===== config.mk =====
export PLATFORM = sky130hd
export DESIGN_NAME = quadrature_decoder_x4_lockout
export DESIGN_NICKNAME = d
export VERILOG_FILES = /design/src/rtl/core/qd_pkg.sv /design/src/rtl/core/qd_front.sv /design/src/rtl/core/qd_fifo.sv /design/src/rtl/core/qd_div.sv /design/src/rtl/core/quadrature_decoder_x4_lockout.sv
export SDC_FILE = /design/constraint.sdc
export NUM_CORES = 1
export LEC_CHECK = 0
export ABC_AREA = 1
export BUFFER_PORTS_ARGS = -buffer_cell sky130_fd_sc_hd__buf_2
export CAP_MARGIN = 20
export CORE_ASPECT_RATIO = 0.5
export CORE_MARGIN = 3
export CORE_UTILIZATION = 25
export CTS_BUF_LIST = sky130_fd_sc_hd__clkbuf_4
export CTS_CLUSTER_SIZE = 28
export DETAILED_ROUTE_END_ITERATION = 10
export SLEW_MARGIN = 20
export SYNTH_ARGS = -nofsm -noshare
export SYNTH_HDL_FRONTEND = slang
export SYNTH_SLANG_ARGS = --single-unit

===== constraint.sdc =====
create_clock -name aclk -period 4.05 [get_ports aclk]
set_input_delay 0.6075 -clock aclk [delete_from_list [all_inputs] [get_ports aclk]]
set_output_delay 0.6075 -clock aclk [all_outputs]
set_load 0.01 [all_outputs]

===== src/rtl/core/qd_pkg.sv =====
// shared constants, types and register indexes for the x4 quadrature decoder
// no dependencies; imported by every module of the block
package qd_pkg;

    localparam int TIMER_W    = 20;
    localparam int DET_W      = 8;
    localparam int REV_W      = 15;
    localparam int POS_W      = 16;
    localparam int STEP_W     = $clog2(POS_W);
    localparam int CFG_IDX_W  = 2;
    localparam int CFG_DATA_W = 32;
    localparam int Q_DEPTH    = 2;
    localparam int Q_PTR_W    = $clog2(Q_DEPTH);
    localparam int Q_CNT_W    = $clog2(Q_DEPTH + 1);

    localparam logic [CFG_IDX_W-1:0] REG_LOCKOUT = 2'd0;
    localparam logic [CFG_IDX_W-1:0] REG_DETENT  = 2'd1;
    localparam logic [CFG_IDX_W-1:0] REG_REV     = 2'd2;

    localparam logic [TIMER_W-1:0] TIMER_MAX     = '1;
    localparam logic [TIMER_W-1:0] LOCKOUT_RESET = 20'd1000;
    localparam logic [DET_W-1:0]   DETENT_RESET  = 8'd4;
    localparam logic [REV_W-1:0]   REV_RESET     = 15'd96;

    // pin pair codes, a in bit 1 and b in bit 0
    localparam logic [1:0] PINS_NONE = 2'b00;
    localparam logic [1:0] PINS_BOTH = 2'b11;

    typedef logic signed [POS_W-1:0] pos_t;

    typedef struct packed {
        logic [TIMER_W-1:0] lockout_ticks;
        logic [DET_W-1:0]   counts_per_detent;
        logic [REV_W-1:0]   counts_per_rev;
    } cfg_t;

endpackage


===== src/rtl/core/qd_front.sv =====
// front end: pin tracking, edge timer, lockout and up/down count
// depends on qd_pkg; pushes each tick's position into qd_fifo
module qd_front import qd_pkg::*; (
    input  logic  aclk,
    input  logic  aresetn,
    input  logic  in_valid,
    output logic  in_ready,
    input  logic  pin_a,
    input  logic  pin_b,
    input  logic  clear_count,
    input  cfg_t  cfg,
    input  logic  q_full,
    output logic  push,
    output pos_t  push_data
);

    logic               primed_reg, primed_next;
    logic [1:0]         last_pins_reg, last_pins_next;
    logic [1:0]         acc_state_reg, acc_state_next;
    logic [TIMER_W-1:0] timer_reg, timer_next;
    logic               running_reg, running_next;
    pos_t               count_reg, count_next;

    logic [1:0]         pins;
    logic [1:0]         diff;
    logic [TIMER_W-1:0] timer_inc;
    logic [TIMER_W-1:0] elapsed;

    assign in_ready = !q_full;
    assign push     = in_valid && !q_full;
    assign pins     = {pin_a, pin_b};
    assign diff     = pins ^ acc_state_reg;
    assign timer_inc = (running_reg && timer_reg != TIMER_MAX) ? timer_reg + 1'b1 : timer_reg;
    assign elapsed  = running_reg ? timer_inc : '0;

    always_comb begin
        primed_next    = primed_reg;
        last_pins_next = last_pins_reg;
        acc_state_next = acc_state_reg;
        timer_next     = timer_reg;
        running_next   = running_reg;
        count_next     = count_reg;
        if (!primed_reg) begin
            primed_next    = 1'b1;
            last_pins_next = pins;
            acc_state_next = pins;
        end else begin
            timer_next = timer_inc;
            if (pins != last_pins_reg) begin
                timer_next   = '0;
                running_next = 1'b1;
                if (elapsed >= cfg.lockout_ticks) begin
                    // only a single-bit gray step moves the count
                    if (diff != PINS_BOTH && diff != PINS_NONE) begin
                        if (acc_state_reg[0] ^ pins[1]) begin
                            count_next = count_reg + 1'b1;
                        end else begin
                            count_next = count_reg - 1'b1;
                        end
                    end
                    acc_state_next = pins;
                end
            end
            last_pins_next = pins;
        end
        if (clear_count) begin
            count_next = '0;
        end
    end

    assign push_data = count_next;

    always_ff @(posedge aclk) begin
        if (!aresetn) begin
            primed_reg    <= 1'b0;
            last_pins_reg <= '0;
            acc_state_reg <= '0;
            timer_reg     <= '0;
            running_reg   <= 1'b0;
            count_reg     <= '0;
        end else if (push) begin
            primed_reg    <= primed_next;
            last_pins_reg <= last_pins_next;
            acc_state_reg <= acc_state_next;
            timer_reg     <= timer_next;
            running_reg   <= running_next;
            count_reg     <= count_next;
        end
    end

endmodule


===== src/rtl/core/qd_fifo.sv =====
// short position queue between the front end and the divider
// depends on qd_pkg
module qd_fifo import qd_pkg::*; (
    input  logic  aclk,
    input  logic  aresetn,
    input  logic  push,
    input  pos_t  push_data,
    input  logic  pop,
    output pos_t  pop_data,
    output logic  full,
    output logic  not_empty
);

    pos_t               mem [Q_DEPTH];
    logic [Q_PTR_W-1:0] wr_ptr_reg, rd_ptr_reg;
    logic [Q_CNT_W-1:0] cnt_reg;

    assign full      = cnt_reg == Q_CNT_W'(Q_DEPTH);
    assign not_empty = cnt_reg != '0;
    assign pop_data  = mem[rd_ptr_reg];

    always_ff @(posedge aclk) begin
        if (push) begin
            mem[wr_ptr_reg] <= push_data;
        end
    end

    always_ff @(posedge aclk) begin
        if (!aresetn) begin
            wr_ptr_reg <= '0;
            rd_ptr_reg <= '0;
            cnt_reg    <= '0;
        end else begin
            if (push) begin
                wr_ptr_reg <= wr_ptr_reg + 1'b1;
            end
            if (pop) begin
                rd_ptr_reg <= rd_ptr_reg + 1'b1;
            end
            if (push && !pop) begin
                cnt_reg <= cnt_reg + 1'b1;
            end else if (pop && !push) begin
                cnt_reg <= cnt_reg - 1'b1;
            end
        end
    end

endmodule


===== src/rtl/core/qd_div.sv =====
// back end: two bit-serial restoring dividers that share one dividend
// depends on qd_pkg; holds the result word until the sink takes it
module qd_div import qd_pkg::*; (
    input  logic  aclk,
    input  logic  aresetn,
    input  logic  q_not_empty,
    output logic  pop,
    input  pos_t  pop_data,
    input  cfg_t  cfg,
    output logic  out_valid,
    input  logic  out_ready,
    output pos_t  out_position,
    output pos_t  out_detents,
    output pos_t  out_revolutions
);

    logic              busy_reg;
    logic [STEP_W-1:0] step_reg;
    logic              neg_reg;
    pos_t              pos_reg;
    logic [POS_W-1:0]  num_reg;
    logic [DET_W-1:0]  rem_det_reg;
    logic [REV_W-1:0]  rem_rev_reg;
    logic [POS_W-1:0]  q_det_reg, q_rev_reg;
    logic              out_valid_reg;
    pos_t              out_pos_reg, out_det_reg, out_rev_reg;

    logic [DET_W:0]    shift_det, sub_det;
    logic [REV_W:0]    shift_rev, sub_rev;
    logic              ge_det, ge_rev;
    logic [POS_W-1:0]  q_det_next, q_rev_next;
    logic [POS_W-1:0]  mag;
    logic              last_step, out_free, advance;
    pos_t              det_final, rev_final;

    assign mag = pop_data[POS_W-1] ? POS_W'(-pop_data) : POS_W'(pop_data);

    assign shift_det  = {rem_det_reg, num_reg[POS_W-1]};
    assign shift_rev  = {rem_rev_reg, num_reg[POS_W-1]};
    assign sub_det    = shift_det - {1'b0, cfg.counts_per_detent};
    assign sub_rev    = shift_rev - {1'b0, cfg.counts_per_rev};
    assign ge_det     = shift_det >= {1'b0, cfg.counts_per_detent};
    assign ge_rev     = shift_rev >= {1'b0, cfg.counts_per_rev};
    assign q_det_next = {q_det_reg[POS_W-2:0], ge_det};
    assign q_rev_next = {q_rev_reg[POS_W-2:0], ge_rev};

    assign last_step = step_reg == STEP_W'(POS_W - 1);
    assign out_free  = !out_valid_reg || out_ready;
    assign advance   = busy_reg && (!last_step || out_free);
    assign pop       = !busy_reg && q_not_empty;

    // zero divisor reads as quotient zero
    always_comb begin
        if (cfg.counts_per_detent == '0) begin
            det_final = '0;
        end else if (neg_reg) begin
            det_final = -q_det_next;
        end else begin
            det_final = q_det_next;
        end
        if (cfg.counts_per_rev == '0) begin
            rev_final = '0;
        end else if (neg_reg) begin
            rev_final = -q_rev_next;
        end else begin
            rev_final = q_rev_next;
        end
    end

    always_ff @(posedge aclk) begin
        if (pop) begin
            pos_reg     <= pop_data;
            neg_reg     <= pop_data[POS_W-1];
            num_reg     <= mag;
            rem_det_reg <= '0;
            rem_rev_reg <= '0;
            q_det_reg   <= '0;
            q_rev_reg   <= '0;
        end else if (advance) begin
            num_reg     <= {num_reg[POS_W-2:0], 1'b0};
            rem_det_reg <= ge_det ? sub_det[DET_W-1:0] : shift_det[DET_W-1:0];
            rem_rev_reg <= ge_rev ? sub_rev[REV_W-1:0] : shift_rev[REV_W-1:0];
            q_det_reg   <= q_det_next;
            q_rev_reg   <= q_rev_next;
        end
        if (advance && last_step) begin
            out_pos_reg <= pos_reg;
            out_det_reg <= det_final;
            out_rev_reg <= rev_final;
        end
    end

    always_ff @(posedge aclk) begin
        if (!aresetn) begin
            busy_reg      <= 1'b0;
            step_reg      <= '0;
            out_valid_reg <= 1'b0;
        end else begin
            if (pop) begin
                busy_reg <= 1'b1;
                step_reg <= '0;
            end else if (advance) begin
                step_reg <= step_reg + 1'b1;
                if (last_step) begin
                    busy_reg <= 1'b0;
                end
            end
            if (advance && last_step) begin
                out_valid_reg <= 1'b1;
            end else if (out_ready) begin
                out_valid_reg <= 1'b0;
            end
        end
    end

    assign out_valid       = out_valid_reg;
    assign out_position    = out_pos_reg;
    assign out_detents     = out_det_reg;
    assign out_revolutions = out_rev_reg;

endmodule


===== src/rtl/core/quadrature_decoder_x4_lockout.sv =====
// channel   dir  handshake          payload
// s_*       in   s_tvalid/s_tready  s_tdata[7:0]  pin_a, pin_b, clear_count
// m_*       out  m_tvalid/m_tready  m_tdata[47:0] position, detents, revolutions
// cfg_*     in   cfg_valid/cfg_ready cfg_index, cfg_data
//
// the front end takes one tick word per cycle while the two-entry queue has room
// the divider loads each word, then forms its 16-bit quotients bit by bit; it takes
// no new word until the last bit is done, so the bit-serial divider sets the sustained rate
// a stalled sink holds the last quotient bit; the queue then fills and s_tready drops
// aresetn is synchronous; it clears all tracking state and restores register defaults
// depends on qd_pkg, qd_front, qd_fifo, qd_div
module quadrature_decoder_x4_lockout import qd_pkg::*; (
    input  logic                  aclk,
    input  logic                  aresetn,
    input  logic                  s_tvalid,
    output logic                  s_tready,
    input  logic [7:0]            s_tdata,   // pin_a, pin_b, clear_count, zero pad
    output logic                  m_tvalid,
    input  logic                  m_tready,
    output logic [47:0]           m_tdata,   // position, detents, revolutions
    input  logic                  cfg_valid,
    output logic                  cfg_ready,
    input  logic [CFG_IDX_W-1:0]  cfg_index,
    input  logic [CFG_DATA_W-1:0] cfg_data
);

    cfg_t  cfg_reg;
    logic  q_full, q_not_empty, push, pop;
    pos_t  push_data, pop_data;
    pos_t  position, detents, revolutions;

    assign cfg_ready = 1'b1;

    always_ff @(posedge aclk) begin
        if (!aresetn) begin
            cfg_reg.lockout_ticks     <= LOCKOUT_RESET;
            cfg_reg.counts_per_detent <= DETENT_RESET;
            cfg_reg.counts_per_rev    <= REV_RESET;
        end else if (cfg_valid) begin
            case (cfg_index)
                REG_LOCKOUT: cfg_reg.lockout_ticks     <= cfg_data[TIMER_W-1:0];
                REG_DETENT:  cfg_reg.counts_per_detent <= cfg_data[DET_W-1:0];
                REG_REV:     cfg_reg.counts_per_rev    <= cfg_data[REV_W-1:0];
                default: begin
                end
            endcase
        end
    end

    qd_front u_front (
        .aclk        (aclk),
        .aresetn     (aresetn),
        .in_valid    (s_tvalid),
        .in_ready    (s_tready),
        .pin_a       (s_tdata[0]),
        .pin_b       (s_tdata[1]),
        .clear_count (s_tdata[2]),
        .cfg         (cfg_reg),
        .q_full      (q_full),
        .push        (push),
        .push_data   (push_data)
    );

    qd_fifo u_fifo (
        .aclk      (aclk),
        .aresetn   (aresetn),
        .push      (push),
        .push_data (push_data),
        .pop       (pop),
        .pop_data  (pop_data),
        .full      (q_full),
        .not_empty (q_not_empty)
    );

    qd_div u_div (
        .aclk            (aclk),
        .aresetn         (aresetn),
        .q_not_empty     (q_not_empty),
        .pop             (pop),
        .pop_data        (pop_data),
        .cfg             (cfg_reg),
        .out_valid       (m_tvalid),
        .out_ready       (m_tready),
        .out_position    (position),
        .out_detents     (detents),
        .out_revolutions (revolutions)
    );

    assign m_tdata = {revolutions, detents, position};

    // nothing comes out the cycle after reset
    a_reset_quiet: assert property (@(posedge aclk) !aresetn |=> !m_tvalid)
        else $error("result valid right after reset");

    // a zero position divides to zero on both quotients
    a_zero_quot: assert property (@(posedge aclk) disable iff (!aresetn)
        (m_tvalid && position == '0) |-> (detents == '0 && revolutions == '0))
        else $error("nonzero quotient of zero position");

    // unit detent divisor passes the position through, sign included
    a_unit_div: assert property (@(posedge aclk) disable iff (!aresetn)
        (m_tvalid && cfg_reg.counts_per_detent == DET_W'(1)) |-> detents == position)
        else $error("detents differ from position with unit divisor");

    // input stalls only because the queue is full
    a_stall_cause: assert property (@(posedge aclk) disable iff (!aresetn)
        !s_tready |-> q_full)
        else $error("input stalled with room in the queue");

endmodule

======== Yosys cells after proc, flatten, opt, wreduce, memory -nomap -nowiden ========
Memories as Yosys holds them, arrays and structs flattened. A register that Yosys moved wholly into a read port is not among the register bits.
Cells that the tools add are included.
cells by class
  reductions and logical operators ........ 33
  bitwise operators ....................... 3
  muxes and demuxes ....................... 30
  add/sub/neg operators ................... 13
  magnitude comparators ................... 3
  equal/unequal tests ..................... 9
operator list
  operator               number
  $mux 16                11
  $mux 20                3
  $neg 16->16            3
  $add 20x1->20 const B  1
  $ge 20x20->1           1
  $ne 20x20->1 const B   1
  $add 16x1->16 const B  1
  $ge 16x15->1           1
  $sub 16x1->16 const B  1
  $logic_not 15->1       1
  $mux 15                1
  $sub 15x15->15         1
  $reduce_bool 2->1      6
  $mux 2                 5
  $reduce_and 2->1       5
  $ge 9x8->1             1
  $mux 1                 9
  $logic_and 1x1->1      8
  $logic_not 8->1        1
  $mux 8                 1
  $sub 8x8->8            1
  $logic_not 1->1        6
  $ne 2x2->1 const B     3
  $reduce_and 3->1       2
  14 further kinds       17
word-level totals
  memories kept ........................... 1
  logic and storage cells ................. 117
  input bits .............................. 47
  bits in registers ....................... 229
  output and inout port bits .............. 51
  bits in writable memories ............... 32
memory list
  memory      words  bits a word  read ports  clocked after Yosys merged registers in  wr ports  RTL line       RTL
  u_fifo.mem  2      16           1           1                                        1         qd_fifo.sv:14  pos_t mem [Q_DEPTH];

======== Depth between registers and ports, before layout ========
Gate-level depths: netlist (run 1).
  depth in word-level cells ............... 9
  depth in mapped cells ................... 27
  depth with buffers taken out ............ 26

======== Hierarchy ========
From an unflattened synthesis (run 1), not the netlist that was laid out.
unflattened totals
  cells, all modules ...................... 1905
  area, all modules ....................... 14908.0 µm²
modules (own cells, without submodules)
  module                         cells an instance  times used  sequential area each (µm²)  area an instance (µm²)
  qd_div                         819                1           3583.4                      7183.1
  qd_front                       738                1           840.8                       4469.3
  quadrature_decoder_x4_lockout  263                1           860.8                       1818.0
  qd_fifo                        85                 1           1061.0                      1437.6

======== Worst setup path after synthesis (run 1) ========
Ideal clock, no wire load.
  kind .................................... register to register
  start point ............................. register u_front.timer_reg[0]
  end point ............................... memory u_fifo.mem[0][7] (netlist bit) (data pin)
  library setup time ...................... 0.255 ns
  slack ................................... 0.718 ns
  buffers on the path ..................... 2
  period minus slack after synthesis ...... 3.332 ns
  arrival time ............................ 3.078 ns
  stages on the path, launching flop included .. 25
  data required time ...................... 3.795 ns
  path through ............................ dfxtp_1 ha_1 inv_1 nor3_4 nand2_2 nor2_2 nand2_2 nand2_4 inv_2 buf_6 or2_1 nand2_1 nor2_1 ha_1 nand2_1 nand2_1 nand2_1 nand2_1 a21oi_1 nand4_2 nand3_2 buf_2 nand2_1 nand3_1 inv_1
between the ends
  word-level cells in the longest chain between the ends .. 9
  elaborated cells between the ends (all ways) .. 10
  classes of those cells .................. 1 x add/sub; 1 x order compare; 1 x eq/ne; 6 x mux; 1 x reduce/logical
RTL lines
  item                                                   RTL line                             RTL
  start, declared                                        qd_front.sv:20                       logic [TIMER_W-1:0] timer_reg, timer_next;
  start signal, assigned                                 qd_front.sv:85                       timer_reg <= timer_next;
  branches (longest 2 deep; another with $add 20x1->20)  --
  $mux 20 *                                              qd_front.sv:33                       assign timer_inc = (running_reg && timer_reg != TIMER_MAX) ? timer_reg + 1'b1 : timer_reg;
  $mux 20 *                                              qd_front.sv:34                       assign elapsed = running_reg ? timer_inc : '0;
  $ge 20x20->1 *                                         qd_front.sv:52                       if (elapsed >= cfg.lockout_ticks) begin
  $mux 16 *                                              qd_front.sv:52
  $mux 16 *                                              qd_front.sv:49                       if (pins != last_pins_reg) begin
  $mux 16 *                                              qd_front.sv:43                       if (!primed_reg) begin
  $mux 16 *                                              qd_front.sv:66                       if (clear_count) begin
  net push_data[7]                                       quadrature_decoder_x4_lockout.sv:29  pos_t push_data, pop_data;
  end, declared                                          qd_fifo.sv:14
Mark *: on every way through the listed nets, which the timed path passes.

======== Final worst setup path (run 1) ========
  start point ............................. register u_front.timer_reg[0]
  end point ............................... memory u_fifo.mem[1][4] (netlist bit) (data pin)
Same word-level chain as after synthesis.

==> flow_summary.json, run 1 <==
{
  "finalClockSkew_ns": 0.04466,
  "postCtsSetupRepairBufs": 0,
  "synth-main-ff-cell": "dfxtp_1",
  "cap_viol_max_count": 0,
  "dpl-instance-area_um2": 15070,
  "synth_top_area_share_pct": 24.35,
  "synth-seq-cells": 261,
  "fin_tns_setup_ns": 0,
  "cp-start-kind": "flop",
  "htree_num_levels": 3,
  "cts_buffers": 72,
  "synth_sequential_area_ratio_pct": 45.94,
  "syn_area_per_cell_um2": 7.911,
  "finalSetupViolCount": 0,
  "cp_common_cell": "nand2_1",
  "path_clk_slew_ns": 0.06,
  "stdcell_area_um2": 15960,
  "hold_violations": 0,
  "yosysTopAreaCell": "edfxtp_1",
  "cts_hold_buf": 0,
  "syn-cell-area_um2": 13810,
  "syn_to_final_growth_pct": 15.53,
  "largest_reg_flops": 43,
  "synth_fp_nets": 1859,
  "drt_iter0_markers": 642,
  "dp_hpwl_um": 23810,
  "final_nets": 1976,
  "critPathKind": "reg -> reg",
  "layout-drive-gt1-share_pct": 12.72,
  "rsz0062_at_grt": "no",
  "die_area_um2": 58280,
  "cts_sinks": 261,
  "outcome": "finished clean",
  "grt_pass1_vias": 11059,
  "dp_cells": 2533,
  "arrival_ns": 4.04,
  "relSlewSlack_pct": 37.33,
  "routed-via-count": 11677,
  "whs_ns": 0.1859,
  "first_pass_iters": 5,
  "cts_resized": 0,
  "grt_pass1_wl_um": 55010,
  "grt_start_max_net_pins": 67,
  "die_width_um": 338.4,
  "finalCritPeriodShare_pct": 89.09,
  "holdCritPathClass": "in -> reg",
  "p_leak_uw": 0.006885,
  "final_common_cell": "nand2_1",
  "worstPathMaxFanout": 26,
  "slowest_stage": "dfxtp_2",
  "synth_edf_count": 112,
  "ys_types": 49,
  "placementRows": 60,
  "wl_per_cell_um": 12.62,
  "initial_core_util_pct": 25.48,
  "layout_common_cells": "381 x nand2_1, 230 x inv_1, 153 x a21oi_1, 148 x dfxtp_1, 135 x nor2_1",
  "syn_inst": 1746,
  "place.gp.congestion": 0.8616,
  "port_buffers": 79,
  "viasPerCell": 4.396,
  "period_needed_ns": 3.608,
  "ys_async_sr_fraction_pct": 0,
  "clock_latency_ns": 0.69,
  "worst_pin_slew_ns": 0.9401,
  "cp.required_ns": 4.48,
  "slowest_delay_ns": 0.38,
  "end_kind": "flop",
  "synthTopCellsByArea": "edfxtp_1 24%, dfxtp_1 22%, nand2_1 10%",
  "yosysWarnings": 0,
  "routed_wl_um": 33510,
  "slew_viol_final": 0,
  "coreArea_um2": 54200,
  "cts_tree": "done",
  "peakVddDrop_v": 0.0002696,
  "pwr_density_cell_nw_per_um2": 634.2,
  "drc": 0,
  "clock.fmax_mhz": 277.1,
  "die_y_um": 172.2,
  "crit_chain": "ha_1, inv_1, nor3_4, nand2_2, nor2_2, nand2_2, nand2_4, inv_2, or2_2, nand2_1, nor2_1, ha_1, nand2_1, nor2_1, nand2_1, nor2_1, nand2_1, nand4_2, buf_4, o2111ai_1, nand3_1, inv_1",
  "ios": 98,
  "cts_max_path_buffers": 3,
  "grtUsageTotal_pct": 11.26,
  "ant_nets": 0,
  "antenna_found_initial": 1,
  "grt_overflow_total": 0,
  "fin_cells": 2656,
  "p_total_uw": 10120,
  "cts_root_buf": "clkbuf_4"
}
## worst max-delay path, delay by kind of cell, from the launching register on
kind / cells / cell delay (ns)
adders and majority gates: 2 / 0.51
buffers and inverters: 4 / 0.58
and+or+nand+nor: 15 / 1.73
DFF: 1 / 0.38
AOI/OAI and AO/OA: 1 / 0.14
## cell families after synthesis
| group | after synthesis | synth area share (%) |
|---|---|---|
| other | 1 | 0.02715 |
| AND/OR/NAND/NOR | 712 | 22.03 |
| XOR/XNOR | 58 | 3.732 |
| adder cells (fa/ha/maj) | 66 | 6.141 |
| flip-flops | 261 | 45.94 |
| buffers and inverters | 298 | 8.379 |
| AO/OA/AOI/OAI | 350 | 13.75 |
## power by group
part           switching [uW]  internal (uW)
Sequential                260           3460
Combinational            2710           1360
Clock                    1090           1240
Total                    4070           6060
## synthesized netlist by cell type (2+ instances only)
cell type  count
buf_1          2
clkbuf_1      41
ha_1          63
o22ai_1       29
or2_2          9
o211ai_1      17
o21ai_0      121
nand2_2        3
buf_6          2
xnor2_1       20
nor2_1       135
xor2_1        37
dfxtp_1      149
nand2_1      381
buf_2         13
a31oi_1        2
o31ai_1        3
nand3b_1       6
nor3_1        27
o21bai_1       5
a21oi_1      154
nor2_2         4
o221ai_1       3
nand4_1       30
nor4_1         7
nand3_1       97
buf_4          2
edfxtp_1     112
fa_1           3
o2111ai_1      2
nor3b_1        2
inv_1        231
clkinv_1       2
inv_2          5
a21o_1         3
o21a_1         4
or2_1          5
o21ai_1        4
## final timing paths
path	startpoint	endpoint	slack, ns	cells after the start
max	u_front.timer_reg[0]	u_fifo.mem[1][4]	0.44	22
min	cfg_data[6]	cfg_reg[6]	0.19	3
max reg2reg	u_front.timer_reg[0]	u_fifo.mem[1][4]	0.44	22
min reg2reg	u_div.pos_reg[10]	u_div.out_position[10]	0.42	0
## layout make-up
type / instances / area [um^2]
clock buffers: 104 / 780.7
repair buffers: 103 / 588.1
well taps: 744 / 930.9
fillers: 5902 / 38240
flip-flops and latches: 261 / 6347
inverters: 238 / 893.4
multi-input cells: 1187 / 6314
diodes: 1 / 2.502
clock inverters: 18 / 102.6
## layer usage
layer	wire length, um	global-route usage (%)	vias up
met1	16170	14.58	5341
met3	1161	2.009	53
met2	15580	19.21	202
li1	-	-	6081
met5	0	0	-
met4	591	3.669	0
## per-stage QoR
step / setup slack, ns / util (%)
after floorplan: 0.7176 / -
after detailed placement: 0.3604 / 27.81
after global placement: 0.3779 / 27.77
final: 0.4417 / 29.44
after global routing: 0.02105 / 29.44
after CTS: 0.3538 / 29.44
Power figures use the tool's default switching activity.
==> run 2: changes to the inputs <==
--- a/config.mk
+++ b/config.mk
@@ -6,7 +6,7 @@
 export NUM_CORES = 1
 export LEC_CHECK = 0
 export ABC_AREA = 1
-export BUFFER_PORTS_ARGS = -buffer_cell sky130_fd_sc_hd__buf_2
+export BUFFER_PORTS_ARGS = -buffer_cell sky130_fd_sc_hd__clkbuf_2
 export CAP_MARGIN = 20
 export CORE_ASPECT_RATIO = 0.5
 export CORE_MARGIN = 3
==> flow_summary.json, run 2 (same netlist as run 1, synthesis figures left out) <==
{
  "p_leak_uw": 0.006918,
  "viasPerCell": 4.402,
  "postCtsSetupRepairBufs": 0,
  "grtUsageTotal_pct": 11.49,
  "die_area_um2": 58280,
  "wl_per_cell_um": 12.73,
  "endpoint": "u_fifo.mem[0][2]",
  "final_nets": 1977,
  "port_buffers": 79,
  "whs_ns": 0.1963,
  "finalCritPeriodShare_pct": 89.20,
  "slew_viol_final": 0,
  "coreArea_um2": 54200,
  "p_total_uw": 10180,
  "cts_max_path_buffers": 3,
  "cp-start-kind": "flop",
  "peakVddDrop_v": 0.0003458,
  "first_pass_iters": 5,
  "htree_num_levels": 3,
  "syn_to_final_growth_pct": 15.67,
  "place.gp.congestion": 0.8690,
  "finalClockSkew_ns": 0.03256,
  "largest_reg_flops": 43,
  "die_y_um": 172.2,
  "worst_pin_slew_ns": 0.9518,
  "fin_tns_setup_ns": 0,
  "utilization_pct": 29.48,
  "clock_latency_ns": 0.68,
  "period_needed_ns": 3.613,
  "cts_hold_buf": 0,
  "dpl-instance-area_um2": 15070,
  "clock.fmax_mhz": 276.8,
  "ios": 98,
  "grt_pass1_wl_um": 55900,
  "ant_nets": 0,
  "cts_sinks": 261,
  "path_clk_slew_ns": 0.07,
  "cts_resized": 0,
  "antenna_found_initial": 1,
  "routed_wl_um": 33900,
  "arrival_ns": 4.03,
  "layout-drive-gt1-share_pct": 12.71,
  "stdcell_area_um2": 15980,
  "relSlewSlack_pct": 36.55,
  "rr_endpoint": "u_fifo.mem[0][2]",
  "cts_buffers": 71,
  "cts_root_buf": "clkbuf_4",
  "holdCritPathClass": "in -> reg",
  "worstPathMaxFanout": 22,
  "routed-via-count": 11727,
  "pwr_density_cell_nw_per_um2": 637.0,
  "dp_hpwl_um": 24010,
  "die_width_um": 338.4,
  "drt_iter0_markers": 595,
  "grt_start_max_net_pins": 67,
  "outcome": "finished clean",
  "grt_pass1_vias": 11215,
  "rr_worst_depth": 24,
  "cap_viol_max_count": 0,
  "grt_overflow_total": 0,
  "r2r-start": "u_front.timer_reg[1]",
  "final_common_cell": "nand2_1",
  "cts_tree": "done",
  "cp.required_ns": 4.47,
  "finalSetupViolCount": 0,
  "initial_core_util_pct": 25.48,
  "r2r_slack_ns": 0.44,
  "worstHoldStart": "cfg_data[8]",
  "end_kind": "flop",
  "hold_violations": 0,
  "rsz0062_at_grt": "no",
  "drc": 0,
  "critPathKind": "reg -> reg",
  "placementRows": 60,
  "startpoint": "u_front.timer_reg[1]",
  "layout_common_cells": "381 x nand2_1, 230 x inv_1, 153 x a21oi_1, 149 x dfxtp_1, 135 x nor2_1"
}
run 2: worst min-delay path by stage:
stage | endpoint | slack, ns | cells past startpoint
finish | cfg_reg[31] | 0.20 | 3
global route | cfg_reg[40] | 0.17 | 3
CTS | cfg_reg[40] | 0.13 | 3
detailed placement | u_div.out_position[11] | 0.40 | 0
global placement | u_div.out_position[6] | 0.40 | 0
floorplan | u_div.out_position[0] | 0.40 | 0
run 2: routing by layer:
| layer | up-vias | part of all wire, % | GRT usage (%) |
|---|---|---|---|
| li1 | 6099 | - | - |
| met1 | 5367 | 48 | 14.47 |
| met2 | 205 | 47 | 19.82 |
| met3 | 56 | 3.7 | 2.130 |
| met4 | 0 | 2.0 | 4.256 |
| met5 | - | 0 | 0 |
run 2: per-stage QoR:
step | instances | setup slack (ns)
finish | 2664 | 0.4374
floorplan | 1746 | 0.7176
CTS | 2663 | 0.3832
global route | 2664 | 0.05346
global placement | 2535 | 0.4918
detailed placement | 2535 | 0.4226
run 2: power breakdown:
part	leakage (uW)	total [uW]	internal, uW	switching [uW]
Clock	0.000532	2340	1230	1120
Sequential	0.00227	3720	3460	262
Combinational	0.00412	4110	1360	2750
run 2: cell type report:
type | instances | area, um^2
sequential | 261 | 6346
clock buffer | 102 | 765.7
inverter | 238 | 894.6
fill | 5871 | 38220
multi-input combinational | 1187 | 6314
antenna | 1 | 2.502
timing repair buffer | 105 | 590.6
clock inverter | 26 | 133.9
tap | 744 | 930.9
run 2: critical path, stage by stage (launching register included):
cell and delay [ns]:
dfxtp_1 0.35, ha_1 0.20, inv_1 0.11, nor3_4 0.14, nand2_2 0.10, nor2_2 0.16
nand2_2 0.08, nand2_4 0.07, inv_2 0.14, or2_2 0.32, nand2_1 0.07, nor2_1 0.05
ha_1 0.29, nand2_1 0.06, nor2_1 0.15, nand2_1 0.09, nor2_1 0.13, nand2_1 0.08
nand4_2 0.13, buf_4 0.25, nand3_1 0.09, nand2_1 0.07, nand3_1 0.06, nand2_1 0.11
inv_1 0.06
==> run 3: changes to the inputs <==
--- a/config.mk
+++ b/config.mk
@@ -8,12 +8,12 @@
 export ABC_AREA = 1
 export BUFFER_PORTS_ARGS = -buffer_cell sky130_fd_sc_hd__clkbuf_2
 export CAP_MARGIN = 20
-export CORE_ASPECT_RATIO = 0.5
 export CORE_MARGIN = 3
 export CORE_UTILIZATION = 25
 export CTS_BUF_LIST = sky130_fd_sc_hd__clkbuf_4
 export CTS_CLUSTER_SIZE = 28
 export DETAILED_ROUTE_END_ITERATION = 10
+export PLACE_DENSITY_LB_ADDON = 0.3
 export SLEW_MARGIN = 20
 export SYNTH_ARGS = -nofsm -noshare
 export SYNTH_HDL_FRONTEND = slang
==> flow_summary.json, run 3 (same netlist as run 1, synthesis figures left out) <==
{
  "cts_max_path_buffers": 3,
  "outcome": "finished clean",
  "p_leak_uw": 0.006941,
  "first_pass_iters": 6,
  "grt_pass1_wl_um": 56720,
  "r2r-start": "u_front.timer_reg[1]",
  "cts_hold_buf": 0,
  "dp_slack_ns": 0.3669,
  "peakVddDrop_v": 0.0003053,
  "final_common_cell": "nand2_1",
  "cp-start-kind": "flop",
  "finalSetupViolCount": 0,
  "rr_worst_depth": 23,
  "worst_pin_slew_ns": 0.9441,
  "die_area_um2": 58110,
  "initial_core_util_pct": 25.47,
  "multi_input_area_um2": 6321,
  "htree_num_levels": 3,
  "hold_end": "cfg_reg[32]",
  "cts_tree": "done",
  "port_buffers": 79,
  "dp_hpwl_um": 25050,
  "relSlewSlack_pct": 37.06,
  "seq_area_um2": 6346,
  "grtUsageTotal_pct": 12.06,
  "die_y_um": 241.1,
  "hold_violations": 0,
  "cp.required_ns": 4.62,
  "period_needed_ns": 3.662,
  "cap_viol_max_count": 0,
  "drc": 0,
  "critPathKind": "reg -> reg",
  "largest_reg_flops": 43,
  "path_clk_slew_ns": 0.06,
  "routed_wl_um": 34950,
  "postCtsSetupRepairBufs": 0,
  "grt_pass1_vias": 11490,
  "finalCritPeriodShare_pct": 90.43,
  "r2r_slack_ns": 0.39,
  "clock_latency_ns": 0.76,
  "slew_viol_final": 0,
  "holdCritPathClass": "in -> reg",
  "fin_tns_setup_ns": 0,
  "final_nets": 1979,
  "ios": 98,
  "fillCellCount": 5842,
  "cts_buffers": 74,
  "coreArea_um2": 54240,
  "holdPathStages": 3,
  "ant_nets": 0,
  "finalClockSkew_ns": 0.05577,
  "routed-via-count": 11862,
  "worstHoldStart": "cfg_data[9]",
  "cts_root_buf": "clkbuf_4",
  "pwr_density_cell_nw_per_um2": 643.1,
  "layout-drive-gt1-share_pct": 12.92,
  "layout_setup_ws_ns": 0.3876,
  "arrival_ns": 4.23,
  "place.gp.congestion": 0.8573,
  "die_width_um": 241.1,
  "syn_to_final_growth_pct": 15.46,
  "end_kind": "flop",
  "drt_iter0_markers": 582,
  "cts_sinks": 261,
  "grt_overflow_total": 0,
  "worstPathMaxFanout": 17,
  "antenna_found_initial": 1,
  "placementRows": 85,
  "rr_endpoint": "u_fifo.mem[1][4]",
  "rsz0062_at_grt": "no",
  "layout_common_cells": "381 x nand2_1, 230 x inv_1, 153 x a21oi_1, 149 x dfxtp_1, 135 x nor2_1",
  "viasPerCell": 4.534,
  "grt_start_max_net_pins": 50,
  "clock.fmax_mhz": 273.0,
  "wl_per_cell_um": 13.36
}
[run 3: cell count changes in the layout (fill, tap and decap cells not counted), sizes merged]
cell / previous run / this run
clkbuf: 181 / 189
inv: 238 / 236
buf: 26 / 25
clkinv: 23 / 20
clkinvlp: 2 / 0
[run 3: critical path, stage by stage, from the launching register on]
cell and delay [ns]:
dfxtp_1 0.35, ha_1 0.19, inv_1 0.11, nor3_4 0.15, nand2_2 0.09, nor2_2 0.16, nand2_2 0.08, nand2_4 0.07
inv_2 0.11, or2_2 0.31, nand2_1 0.07, nor2_1 0.04, ha_1 0.31, nand2_1 0.05, nor2_1 0.18, nand2_1 0.10
nor2_1 0.12, nand2_1 0.07, nand4_2 0.15, nand3_2 0.23, buf_4 0.24, nand2_1 0.06, nand3_1 0.10, inv_1 0.13
[run 3: layout make-up]
class,instances,area share [%]
diodes,1,0.01569
clock buffers,110,5.178
clock inverters,19,0.6354
inverters,238,5.609
multi-input cells,1187,39.63
flip-flops and latches,261,39.79
well taps,696,5.460
repair buffers,104,3.679
[run 3: through the flow]
stage | cell area [um^2] | utilization [%] | hold slack (ns) | power [uW] | std cells
finish | 15950 | 29.40 | 0.1222 | 10260 | 2616
global route | 15950 | 29.40 | 0.07118 | 11210 | 2616
CTS | 15940 | 29.39 | 0.005901 | 10430 | 2615
detailed placement | 15010 | 27.68 | 0.4056 | 7905 | 2486
global placement | 15010 | 27.68 | 0.4105 | 7845 | 2486
floorplan | 13810 | - | 0.4003 | 6816 | 1746
[run 3: worst max-delay path by stage]
stage / end / from / slack (ns)
CTS: u_fifo.mem[0][2] / u_front.timer_reg[1] / 0.31
global route: u_fifo.mem[1][4] / u_front.timer_reg[1] / 0.03
detailed placement: u_fifo.mem[0][2] / u_front.timer_reg[1] / 0.37
finish: u_fifo.mem[1][4] / u_front.timer_reg[1] / 0.39
floorplan: u_fifo.mem[0][7] / u_front.timer_reg[0] / 0.72
global placement: u_fifo.mem[0][2] / u_front.timer_reg[1] / 0.36
[run 3: what timing repair did]
item                                    4_1_cts  5_1_grt
endpoints found under the setup margin        0        2
resized for setup                             0        1
endpoints found under the hold margin         0        0
[run 3: layer usage]
layer	up-vias	part of all wire [%]	GRT usage, %
li1	6116	-	-
met3	72	4.5	2.720
met2	235	47	20.07
met5	-	0	0
met4	0	2.8	6.029
met1	5439	46	14.70
[run 3: power by group]
group          switching (uW)  leakage, uW  internal (uW)  total, uW
registers                 260      0.00227           3460       3720
clock network            1120     0.000558           1300       2420
logic                    2750      0.00411           1360       4110
total                    4130      0.00694           6130      10300
